## src/hw/rtl/polygon_point_containment_assert.svh

```systemverilog
// Assertion macros shared by the polygon containment RTL.
// Each macro expects clk and rst (synchronous, active high) in the calling scope.
`ifndef POLYGON_POINT_CONTAINMENT_ASSERT_SVH
`define POLYGON_POINT_CONTAINMENT_ASSERT_SVH

// Same-cycle implication, checked at every rising edge outside reset.
`define PPC_ASSERT_NOW(lbl, ante, cons, msg) \
  lbl: assert property (@(posedge clk) disable iff (rst) (ante) |-> (cons)) else $error(msg);

// Next-cycle implication, checked at every rising edge outside reset.
`define PPC_ASSERT_NEXT(lbl, ante, cons, msg) \
  lbl: assert property (@(posedge clk) disable iff (rst) (ante) |=> (cons)) else $error(msg);

`endif

```

## src/hw/rtl/ppc_pkg.sv

```systemverilog
// Shared sizes, codes and control structs for the polygon containment block.
// No dependencies; the interfaces, the RTL modules and the testbench import this package.
package ppc_pkg;

  localparam int MAX_VERTICES = 64;
  localparam int COORD_WIDTH  = 16;
  localparam int ADDR_W       = $clog2(MAX_VERTICES);
  localparam int COUNT_W      = $clog2(MAX_VERTICES + 1);
  localparam int DIFF_W       = COORD_WIDTH + 1;
  localparam int PROD_W       = 2 * DIFF_W;

  typedef logic signed [COORD_WIDTH-1:0] coord_t;
  typedef logic [COUNT_W-1:0]            count_t;
  typedef logic [ADDR_W-1:0]             addr_t;

  typedef enum logic [1:0] {
    ACT_PUSH  = 2'd0,
    ACT_POP   = 2'd1,
    ACT_CLEAR = 2'd2,
    ACT_TEST  = 2'd3
  } ppc_action_t;

  typedef enum logic [2:0] {
    ST_IDLE,
    ST_PRIME,
    ST_WALK,
    ST_DRAIN_A,
    ST_DRAIN_B,
    ST_FINISH
  } ppc_state_t;

  // Controller to datapath
  typedef struct packed {
    logic  take;       // request beat accepted this cycle
    logic  rd_en;      // read one vertex from the store
    addr_t rd_addr;
    logic  rd_edge;    // read closes an edge with the previous vertex
    logic  load_test;  // load the crossing parity into the response register
  } ppc_ctl_t;

  // Datapath to controller
  typedef struct packed {
    logic   walk_req;  // pending request is a test on a non-empty store
    logic   out_valid;
    logic   out_busy;  // response held and not taken this cycle
    count_t count;
  } ppc_sts_t;

endpackage

```

## src/hw/rtl/ppc_in_if.sv

```systemverilog
// Request channel: valid/ready handshake with action and point payload.
// Depends on ppc_pkg.
interface ppc_in_if;
  import ppc_pkg::*;

  logic        valid;
  logic        ready;
  ppc_action_t action;
  coord_t      point_x;
  coord_t      point_y;

  modport source (output valid, action, point_x, point_y, input ready);
  modport sink   (input valid, action, point_x, point_y, output ready);
endinterface

```

## src/hw/rtl/ppc_out_if.sv

```systemverilog
// Response channel: valid/ready handshake with containment result payload.
// Depends on ppc_pkg.
interface ppc_out_if;
  import ppc_pkg::*;

  logic   valid;
  logic   ready;
  logic   inside_res;
  count_t vertex_count;
  logic   status;

  modport source (output valid, inside_res, vertex_count, status, input ready);
  modport sink   (input valid, inside_res, vertex_count, status, output ready);
endinterface

```

## src/hw/rtl/ppc_ctrl.sv

```systemverilog
// Sequencer for the polygon containment block: accepts requests and walks the
// vertex store for point tests. Depends on ppc_pkg and the assertion header.
`include "polygon_point_containment_assert.svh"

module ppc_ctrl (
  input  logic              clk,
  input  logic              rst,
  input  logic              req_valid,
  output logic              req_ready,
  input  ppc_pkg::ppc_sts_t sts,
  output ppc_pkg::ppc_ctl_t ctl
);
  import ppc_pkg::*;

  ppc_state_t state, state_next;
  count_t     idx, idx_next;
  count_t     count_m1;

  assign count_m1 = sts.count - COUNT_W'(1);

  // State and walk index registers
  always_ff @(posedge clk) begin
    if (rst) begin
      state <= ST_IDLE;
      idx   <= '0;
    end else begin
      state <= state_next;
      idx   <= idx_next;
    end
  end

  // Next state and commands
  always_comb begin
    state_next    = state;
    idx_next      = idx;
    req_ready     = 1'b0;
    ctl           = '0;
    case (state)
      ST_IDLE: begin
        req_ready = !sts.out_busy;
        ctl.take  = req_valid && !sts.out_busy;
        if (ctl.take && sts.walk_req) begin
          state_next = ST_PRIME;
        end
      end
      // Fetch the last vertex so the first edge closes the polygon
      ST_PRIME: begin
        ctl.rd_en   = 1'b1;
        ctl.rd_addr = count_m1[ADDR_W-1:0];
        ctl.rd_edge = 1'b0;
        idx_next    = '0;
        state_next  = ST_WALK;
      end
      // Advance one vertex per cycle, each read closing one edge
      ST_WALK: begin
        ctl.rd_en   = 1'b1;
        ctl.rd_addr = idx[ADDR_W-1:0];
        ctl.rd_edge = 1'b1;
        idx_next    = idx + COUNT_W'(1);
        if (idx == count_m1) begin
          state_next = ST_DRAIN_A;
        end
      end
      // Let the read, product and parity stages empty
      ST_DRAIN_A: state_next = ST_DRAIN_B;
      ST_DRAIN_B: state_next = ST_FINISH;
      ST_FINISH: begin
        ctl.load_test = 1'b1;
        state_next    = ST_IDLE;
      end
      default: state_next = ST_IDLE;
    endcase
  end

  `PPC_ASSERT_NOW(a_rd_in_range, ctl.rd_en, COUNT_W'(ctl.rd_addr) < sts.count, "read beyond stored vertices")
  `PPC_ASSERT_NOW(a_prime_last, ctl.rd_en && !ctl.rd_edge, ctl.rd_addr == count_m1[ADDR_W-1:0], "walk does not start at last vertex")
  `PPC_ASSERT_NOW(a_finish_free, ctl.load_test, !sts.out_valid, "test result overwrites pending beat")

endmodule

```

## src/hw/rtl/ppc_datapath.sv

```systemverilog
// Vertex store, edge crossing pipeline and response register of the polygon
// containment block. Depends on ppc_pkg and the assertion header.
`include "polygon_point_containment_assert.svh"

module ppc_datapath (
  input  logic                 clk,
  input  logic                 rst,
  input  ppc_pkg::ppc_action_t req_action,
  input  ppc_pkg::coord_t      req_x,
  input  ppc_pkg::coord_t      req_y,
  input  logic                 rsp_ready,
  output logic                 rsp_valid,
  output logic                 rsp_inside,
  output ppc_pkg::count_t      rsp_count,
  output logic                 rsp_status,
  input  ppc_pkg::ppc_ctl_t    ctl,
  output ppc_pkg::ppc_sts_t    sts
);
  import ppc_pkg::*;

  // Vertex store, {x, y} per entry
  logic [2*COORD_WIDTH-1:0] vstore [MAX_VERTICES];

  count_t count, count_next;
  logic   full, refused, wr_en;

  coord_t px, py;
  coord_t rd_x, rd_y, prev_x, prev_y;
  logic   rd_valid, rd_edge;

  logic                     e_valid, e_cross, e_dy_pos;
  logic signed [PROD_W-1:0] e_lhs, e_rhs;
  logic                     parity, hit;

  logic signed [DIFF_W-1:0] d_px, d_py, d_xj, d_dy;
  logic                     above_i, above_j;

  assign full = (count == COUNT_W'(MAX_VERTICES));

  // Decode the request into store and count updates
  always_comb begin
    count_next = count;
    refused    = 1'b0;
    wr_en      = 1'b0;
    case (req_action)
      ACT_PUSH: begin
        if (full) begin
          refused = 1'b1;
        end else begin
          wr_en      = ctl.take;
          count_next = count + COUNT_W'(1);
        end
      end
      ACT_POP: begin
        if (count != '0) begin
          count_next = count - COUNT_W'(1);
        end
      end
      ACT_CLEAR: count_next = '0;
      ACT_TEST:  count_next = count;
      default:   count_next = count;
    endcase
  end

  always_ff @(posedge clk) begin
    if (rst) begin
      count <= '0;
    end else if (ctl.take) begin
      count <= count_next;
    end
  end

  // Store write and registered read
  always_ff @(posedge clk) begin
    if (wr_en) begin
      vstore[count[ADDR_W-1:0]] <= {req_x, req_y};
    end
    if (ctl.rd_en) begin
      {rd_x, rd_y} <= vstore[ctl.rd_addr];
    end
  end

  always_ff @(posedge clk) begin
    if (rst) begin
      rd_valid <= 1'b0;
      rd_edge  <= 1'b0;
    end else begin
      rd_valid <= ctl.rd_en;
      rd_edge  <= ctl.rd_edge;
    end
  end

  // Hold the test point for the whole walk
  always_ff @(posedge clk) begin
    if (ctl.take) begin
      px <= req_x;
      py <= req_y;
    end
  end

  // Edge stage: vertex i is the fresh read, vertex j the one before it
  assign above_i = rd_y > py;
  assign above_j = prev_y > py;
  assign d_px    = DIFF_W'(px) - DIFF_W'(rd_x);
  assign d_py    = DIFF_W'(py) - DIFF_W'(rd_y);
  assign d_xj    = DIFF_W'(prev_x) - DIFF_W'(rd_x);
  assign d_dy    = DIFF_W'(prev_y) - DIFF_W'(rd_y);

  always_ff @(posedge clk) begin
    if (rd_valid) begin
      prev_x <= rd_x;
      prev_y <= rd_y;
    end
    e_cross  <= above_i != above_j;
    e_dy_pos <= prev_y > rd_y;
    e_lhs    <= d_px * d_dy;
    e_rhs    <= d_xj * d_py;
  end

  always_ff @(posedge clk) begin
    if (rst) begin
      e_valid <= 1'b0;
    end else begin
      e_valid <= rd_valid && rd_edge;
    end
  end

  // Parity stage: toggle on each crossing right of the point
  assign hit = e_dy_pos ? (e_lhs < e_rhs) : (e_rhs < e_lhs);

  always_ff @(posedge clk) begin
    if (ctl.take) begin
      parity <= 1'b0;
    end else if (e_valid && e_cross && hit) begin
      parity <= !parity;
    end
  end

  // Response register
  always_ff @(posedge clk) begin
    if (rst) begin
      rsp_valid <= 1'b0;
    end else if (ctl.load_test || (ctl.take && !sts.walk_req)) begin
      rsp_valid <= 1'b1;
    end else if (rsp_ready) begin
      rsp_valid <= 1'b0;
    end
  end

  always_ff @(posedge clk) begin
    if (ctl.load_test) begin
      rsp_inside <= parity;
      rsp_count  <= count;
      rsp_status <= 1'b0;
    end else if (ctl.take && !sts.walk_req) begin
      rsp_inside <= 1'b0;
      rsp_count  <= count_next;
      rsp_status <= refused;
    end
  end

  assign sts.walk_req  = (req_action == ACT_TEST) && (count != '0);
  assign sts.out_valid = rsp_valid;
  assign sts.out_busy  = rsp_valid && !rsp_ready;
  assign sts.count     = count;

  `PPC_ASSERT_NOW(a_count_max, 1'b1, count <= COUNT_W'(MAX_VERTICES), "vertex count above capacity")
  `PPC_ASSERT_NOW(a_refuse_full, rsp_valid && rsp_status, rsp_count == COUNT_W'(MAX_VERTICES), "push refused while store not full")
  `PPC_ASSERT_NOW(a_inside_edges, rsp_valid && rsp_inside, rsp_count >= COUNT_W'(2), "inside reported without a crossable edge")

endmodule

```

## src/hw/rtl/polygon_point_containment.sv

```systemverilog
// Top level of the polygon containment block: joins the sequencer and the
// datapath to the request and response channels. Depends on ppc_pkg, ppc_in_if,
// ppc_out_if, ppc_ctrl and ppc_datapath.
//
// Keeps up to 64 polygon vertices (signed Q12.4) and answers one response beat
// per request beat. Push, pop and clear are handled without leaving the idle
// state. A point test reads the vertex store one entry per cycle through its
// single read port, closing one edge per read, and passes through the prime,
// walk, drain and finish states before the next request can be taken; a test
// on an empty store is answered without a walk. A finished response waits in
// an output register; the next request is taken as soon as that register is
// free or being emptied. The test uses the even-odd crossing rule with exact
// 17 x 17 bit cross products, so no rounding is involved. A push to a full
// store is dropped and flagged in status.
module polygon_point_containment (
  input  logic      clk,
  input  logic      rst,
  ppc_in_if.sink    request,
  ppc_out_if.source response
);
  import ppc_pkg::*;

  ppc_ctl_t ctl;
  ppc_sts_t sts;

  ppc_ctrl u_ctrl (
    .clk       (clk),
    .rst       (rst),
    .req_valid (request.valid),
    .req_ready (request.ready),
    .sts       (sts),
    .ctl       (ctl)
  );

  ppc_datapath u_datapath (
    .clk        (clk),
    .rst        (rst),
    .req_action (request.action),
    .req_x      (request.point_x),
    .req_y      (request.point_y),
    .rsp_ready  (response.ready),
    .rsp_valid  (response.valid),
    .rsp_inside (response.inside_res),
    .rsp_count  (response.vertex_count),
    .rsp_status (response.status),
    .ctl        (ctl),
    .sts        (sts)
  );

endmodule

```

## src/flat_wrapper.sv

```systemverilog
// flat-port wrapper written by rule: the top's interface ports become plain ports
module polygon_point_containment_flat import ppc_pkg::*;
  (clk, rst, request_valid, request_action, request_point_x, request_point_y, request_ready, response_valid, response_inside_res, response_vertex_count, response_status, response_ready);
  ppc_in_if request_i ();
  ppc_out_if response_i ();
  input  logic clk;
  input  logic rst;
  input wire logic [$bits(request_i.valid)-1:0] request_valid;
  input wire logic [$bits(request_i.action)-1:0] request_action;
  input wire logic [$bits(request_i.point_x)-1:0] request_point_x;
  input wire logic [$bits(request_i.point_y)-1:0] request_point_y;
  output wire logic [$bits(request_i.ready)-1:0] request_ready;
  output wire logic [$bits(response_i.valid)-1:0] response_valid;
  output wire logic [$bits(response_i.inside_res)-1:0] response_inside_res;
  output wire logic [$bits(response_i.vertex_count)-1:0] response_vertex_count;
  output wire logic [$bits(response_i.status)-1:0] response_status;
  input wire logic [$bits(response_i.ready)-1:0] response_ready;
  assign request_i.valid = request_valid;
  assign request_i.action = request_action;
  assign request_i.point_x = request_point_x;
  assign request_i.point_y = request_point_y;
  assign request_ready = request_i.ready;
  assign response_valid = response_i.valid;
  assign response_inside_res = response_i.inside_res;
  assign response_vertex_count = response_i.vertex_count;
  assign response_status = response_i.status;
  assign response_i.ready = response_ready;
  polygon_point_containment u_core (.clk(clk), .rst(rst), .request(request_i), .response(response_i));
endmodule
```

## config.mk

```make
export PLATFORM = sky130hd
export DESIGN_NAME = polygon_point_containment_flat
export DESIGN_NICKNAME = d
export VERILOG_FILES = /design/src/hw/rtl/ppc_pkg.sv /design/src/hw/rtl/ppc_in_if.sv /design/src/hw/rtl/ppc_out_if.sv /design/src/hw/rtl/ppc_ctrl.sv /design/src/hw/rtl/ppc_datapath.sv /design/src/hw/rtl/polygon_point_containment.sv /design/src/flat_wrapper.sv
export VERILOG_INCLUDE_DIRS = /design/src /design/src/hw/rtl
export SDC_FILE = /design/constraint.sdc
export NUM_CORES = 2
export LEC_CHECK = 0
export BUFFER_PORTS_ARGS = -buffer_cell sky130_fd_sc_hd__buf_2
export CELL_PAD_IN_SITES_DETAIL_PLACEMENT = 0
export CELL_PAD_IN_SITES_GLOBAL_PLACEMENT = 1
export CORE_MARGIN = 1
export CORE_UTILIZATION = 45
export CTS_BUF_LIST = sky130_fd_sc_hd__clkbuf_4 sky130_fd_sc_hd__clkbuf_8
export DETAILED_ROUTE_END_ITERATION = 8
export PLACE_DENSITY_LB_ADDON = 0.08
export SLEW_MARGIN = 20
export SYNTH_ARGS = -nofsm -noshare
export SYNTH_HDL_FRONTEND = slang
export SYNTH_SLANG_ARGS = --single-unit
```

## constraint.sdc

```tcl
create_clock -name clk -period 13.9 [get_ports clk]
set_input_delay 0.695 -clock clk [delete_from_list [all_inputs] [get_ports clk]]
set_output_delay 0.695 -clock clk [all_outputs]
set_load 0.05 [all_outputs]
```

**Word level (Yosys, flattened, before mapping)**

Memory sizes are Yosys's and may differ from the RTL's. A register that Yosys moved wholly into a read port is not among the register bits.
Index checks and enable logic that the tools add are counted.

- Flip-flop bits (word level): 165
- Bits in writable memories: 2048
- Bits of input ports: 38
- Word-level logic and storage cells: 91
- Memories: 1

Memories:

| memory | words | bits a word | rd ports | clocked after memory_dff | wr ports | line | RTL |
|---|---|---|---|---|---|---|---|
| u_core.u_datapath.vstore | 64 | 32 | 1 | 1 | 1 | ppc_datapath.sv:22 | `logic [2*COORD_WIDTH-1:0] vstore [MAX_VERTICES];` |

- $add $sub $neg: 7
- $mul: 2
- Order comparisons: 5
- Equal/unequal tests: 13
- Mux-type cells: 24
- Reduce and logical (&&, ||, !) cells: 20

Operators by type and width:

| cell | count |
|---|---|
| < comparator 34 bit | 2 |
| multiplier 17 x 17 -> 34 bit | 2 |
| subtractor 16 x 16 -> 17 bit | 4 |
| > comparator 16 bit | 3 |
| 2-to-1 mux 7 bit | 4 |
| case mux 7 bit (4 select lines) | 1 |
| case mux 8 bit (2 select lines) | 1 |
| case mux 3 bit (5 select lines) | 1 |
| adder 7 x 1 -> 7 bit, second input constant | 2 |
| 2-to-1 mux 1 bit | 14 |
| case mux 7 bit (2 select lines) | 1 |
| logical AND 1 bit | 8 |
| == test 7 bit | 1 |
| == test 7 bit, second input constant | 1 |
| nonzero test 7 bit | 1 |
| subtractor 7 x 1 -> 7 bit, second input constant | 1 |
| == test 3 x 2 -> 1 bit, second input constant | 2 |
| == test 3 bit, second input constant | 2 |
| 2-to-1 mux 3 bit | 2 |
| nonzero test 2 bit | 3 |
| == test 2 bit, second input constant | 2 |
| zero test 1 bit | 4 |
| inequality test 2 bit, second input constant | 2 |
| == test 3 x 1 -> 1 bit, second input constant | 1 |
| other kinds (6) | 6 |

**Logic depth before layout (Yosys ltp)**

- Word-level depth: 9
- Mapped depth: 36
- Gate-level depth less buffers: 35

**Modules after synthesis**

A second synthesis with hierarchy kept.

- Cell total of the unflattened synthesis: 6418
- Area, all modules: 109983.0 um2

By module, submodules not included:

| module | instances | cells an instance | area each (um2) | sequential area each (um2) |
|---|---|---|---|---|
| ppc_datapath | 1 | 6303 | 109144.7 | 66283.6 |
| ppc_ctrl | 1 | 115 | 838.3 | 200.2 |

**Worst setup path after synthesis**

No wires, ideal clock.

- Path type: register to register
- Start point: reg u_core.u_datapath.prev_x[0]
- End point: reg u_core.u_datapath.e_rhs[32]
- Setup time: 72 ps
- Arrival time: 8114 ps
- Data required time: 13828 ps
- Path slack: 5714 ps
- Stages on the path, launching flop included: 34
- Period minus slack after synthesis: 8186 ps
- Cells stage by stage: edfxtp_1 inv_1 ha_1 inv_1 fa_1 a21o_1 a21o_1 a21oi_1 o21ai_1 a21oi_1 o21bai_1 a21oi_1 xnor2_1 clkbuf_1 nand2_1 fa_1 inv_1 fa_1 inv_1 fa_1 fa_1 inv_1 fa_1 fa_1 ha_1 a211oi_2 o21ai_1 a221oi_2 o31ai_1 a221o_1 o21ba_2 o41a_1 a41oi_2 xnor2_1

- Cells in the longest elaborated chain, start to end: 2

RTL lines:

| what | line | RTL |
|---|---|---|
| start, declared | ppc_datapath.sv:28 | `coord_t rd_x, rd_y, prev_x, prev_y;` |
| start signal, assigned | ppc_datapath.sv:111 | `prev_x <= rd_x;` |
| subtractor 16 x 16 -> 17 bit | ppc_datapath.sv:106 | `assign d_xj = DIFF_W'(prev_x) - DIFF_W'(rd_x);` |
| multiplier 17 x 17 -> 34 bit | ppc_datapath.sv:117 | `e_rhs <= d_xj * d_py;` |
| end signal, assigned | ppc_datapath.sv:117 |  |
| end, declared | ppc_datapath.sv:32 | `logic signed [PROD_W-1:0] e_lhs, e_rhs;` |

No other way between the ends.
A chain may end at the register's enable or synchronous reset.

**Worst setup path in the final report**

- Start point: reg u_core.u_datapath.prev_y[0]
- End point: reg u_core.u_datapath.e_lhs[33]

- Cells in the longest elaborated chain, start to end: 2

RTL lines:

| what | line | RTL |
|---|---|---|
| start, declared | ppc_datapath.sv:28 |  |
| start signal, assigned | ppc_datapath.sv:112 | `prev_y <= rd_y;` |
| subtractor 16 x 16 -> 17 bit | ppc_datapath.sv:107 | `assign d_dy = DIFF_W'(prev_y) - DIFF_W'(rd_y);` |
| multiplier 17 x 17 -> 34 bit | ppc_datapath.sv:116 | `e_lhs <= d_px * d_dy;` |
| end signal, assigned | ppc_datapath.sv:116 |  |
| end, declared | ppc_datapath.sv:32 |  |

No other way between the ends.

==> flow_metrics.tcl <==
set metrics [dict create \
    finClkSkew_ns 0.174 \
    fin_tns_setup_ns 0 \
    ys_top_cells_by_count "2152 x edfxtp_1, 718 x inv_1, 596 x fa_1" \
    finalSetupViolations 0 \
    cts_sinks 2245 \
    min_period_ns 9.37 \
    path_delay_family "adder cells" \
    numCtsBuffers 383 \
    syn_avg_cell_area_um2 16.6 \
    synth_most_common_cell "edfxtp_1" \
    synth_top_area_share_pct 58.2 \
    drv_cap 0 \
    ys_seq_area_share_pct 59.9 \
    hold_viol 0 \
    ctsResizeCount 0 \
    dr.pass1.iters 6 \
    insertion_delay_ns 1.13 \
    syn-num-nets 7622 \
    rsz0062_at_grt "false" \
    gp_congestion 0.865 \
    slew_headroom_pct 20.9 \
    min_period_over_period_pct 67.4 \
    crit_type "reg -> reg" \
    port_buffers 48 \
    ys_seq_elements 2245 \
    num_vias 59047 \
    yosysUniqueCellTypes 78 \
    synth_edf_count 2152 \
    dp_hpwl_um 187000 \
    cts_buffer_depth 4 \
    fmax_ghz 0.107 \
    status "finished clean" \
    synthToLayoutAreaGrowth_pct 11.1 \
    die_x_um 499 \
    path_clk_slew_ns 0.06 \
    grt_usage_pct 24.4 \
    drt-total-wl_um 299000 \
    cp-end-kind "register" \
    grt_pass1_wl_um 435000 \
    routed_via_density 5.59 \
    grt_pass1_vias 63407 \
    dieArea_um2 249000 \
    syn_area_um2 111000 \
    postSynthCellCount 6700 \
    final_max_slew_viol_count 0 \
    drtAntennaViolNets 0 \
    wl_per_cell_um 28.3 \
    cp_num_buf_inv 6 \
    synth_area_leader_cell "edfxtp_1" \
    cts-root-buf "clkbuf_8" \
    fin_nets 8000 \
    cp_slowest_cell "xor2_1" \
    start_util_pct 45.4 \
    rows 181 \
    tightest_slew_ns 1.18 \
    io_pins 49 \
    cts_tree "yes" \
    worstPathRequired_ns 14.80 \
    slowest_delay_ns 0.78 \
    drc 0 \
    grt_overflow 0 \
    yosys_warnings 0 \
    coreArea_um2 244000 \
    drive_gt1_share_pct 19.6 \
    cts_max_level 5 \
    synth.area.top_cells "edfxtp_1 58%, fa_1 11%, mux4_2 10%" \
    die_h_um 499 \
    synth_flop_cell "edfxtp_1" \
    cp_max_fo 6 \
    cp_common_cell "fa_1" \
    cts_setup_buffers 0 \
    arrival_ns 10.28 \
    grt_max_degree 123 \
    min_path_type "in -> reg" \
    critPathLaunchType "register" \
    fillers 20530 \
    antenna_found_initial 26 \
    drt_iter0_drc 4996 \
    async_flop_share_pct 0 \
]
## sequential cells by signal (all words and copies together) (netlist names), 3 cells and up
name,flops
u_core.u_datapath.e_lhs,34
u_core.u_datapath.rsp_count,7
u_core.u_ctrl.idx,7
u_core.u_datapath.vstore,2048
u_core.u_datapath.prev_x,16
u_core.u_datapath.e_rhs,34
u_core.u_datapath.rd_y,16
u_core.u_datapath.count,7
u_core.u_ctrl.state,3
u_core.u_datapath.rd_x,16
u_core.u_datapath.py,16
u_core.u_datapath.px,16
u_core.u_datapath.prev_y,16
## area by class of cell
| class | count | area [µm²] | share of cell area [%] |
|---|---|---|---|
| multi-input cells | 3473 | 41100 | 33.3 |
| repair buffers | 253 | 1900 | 1.54 |
| inverters | 722 | 2710 | 2.20 |
| clock inverters | 160 | 916 | 0.743 |
| well taps | 3202 | 4010 | 3.25 |
| flip-flops and latches | 2245 | 66500 | 53.9 |
| diodes | 19 | 47.5 | 0.0386 |
| clock buffers | 493 | 6160 | 5.00 |
## worst register-to-register path, delay by kind of cell, from the launching register on
| kind | cells | cell delay [ns] |
|---|---|---|
| fa+ha+maj | 9 | 3.81 |
| flops | 1 | 0.35 |
| xor+xnor | 1 | 0.78 |
| buf+inv | 6 | 0.33 |
| simple gates | 5 | 0.95 |
| compound gates | 12 | 3.06 |
## final timing paths
kind / startpoint / to / slack (ns) / cells past startpoint
max: u_core.u_datapath.prev_y[0]$_DFFE_PP_ / u_core.u_datapath.e_lhs[33]$_DFF_P_ / 4.53 / 33
min: request_action[1] / u_core.u_datapath.count[0]$_SDFFE_PP0P_ / 0.12 / 4
max reg2reg: u_core.u_datapath.prev_y[0]$_DFFE_PP_ / u_core.u_datapath.e_lhs[33]$_DFF_P_ / 4.53 / 33
min reg2reg: u_core.u_datapath.rd_x[9]$_DFFE_PN_ / u_core.u_datapath.prev_x[9]$_DFFE_PP_ / 0.36 / 0
## layout by cell type (no fill, tap or decap), drive strengths merged, types with 15 or more instances in the layout
master and count:
nor2 401, nand2b 38, nand2 373, dfxtp 93
buf 251, inv 727, and2 47, mux4 512
a21oi 108, xnor2 110, clkinv 141, o21ai 71
and3 15, nor2b 31, mux2i 486, nand3 31
edfxtp 2152, o21bai 20, nand4 21, fa 596
a21o 50, clkbuf 493, xor2 53, nor3 45
diode 19, ha 288
## per-stage QoR
step	worst slack (ns)	area, µm²	utilization, %	hold slack (ns)	cells
floorplan	5.71	111000	-	0.395	6700
CTS	4.62	123000	50.5	0.00206	10548
finish	4.53	123000	50.5	0.116	10567
detailed placement	4.58	116000	47.6	0.436	9893
global route	3.90	123000	50.5	0.0836	10550
global placement	4.55	116000	47.6	0.433	9893
## kinds of logic (layout without fill, tap and decap cells)
family / Yosys count / in the layout / synth area share, %
buf+inv: 982 / 1628 / 3.62
compound gates: 367 / 367 / 2.17
flops: 2245 / 2245 / 59.9
fa+ha+maj: 884 / 884 / 14.0
other cells: 0 / 19 / 0
simple gates: 1061 / 1061 / 4.21
mux: 998 / 998 / 14.8
xor+xnor: 163 / 163 / 1.29
## what timing repair did
action                     in CTS  in global routing
setup endpoints to repair       0                  0
hold endpoints to repair       17                  0
hold buffers                    2                  0
## routing by layer
metal	vias to the layer above	wire length [µm]	track usage (%)	share of wire (%)
met2	1670	148000	41.2	49
met4	6	7260	6.35	2.4
met3	401	15800	3.34	5.3
met1	31508	128000	33.2	43
met5	-	42	0	0.014
li1	25462	-	-	-
Power is not shown: default switching activity piles up to over one toggle a cycle in this logic, so the estimate is an artifact.
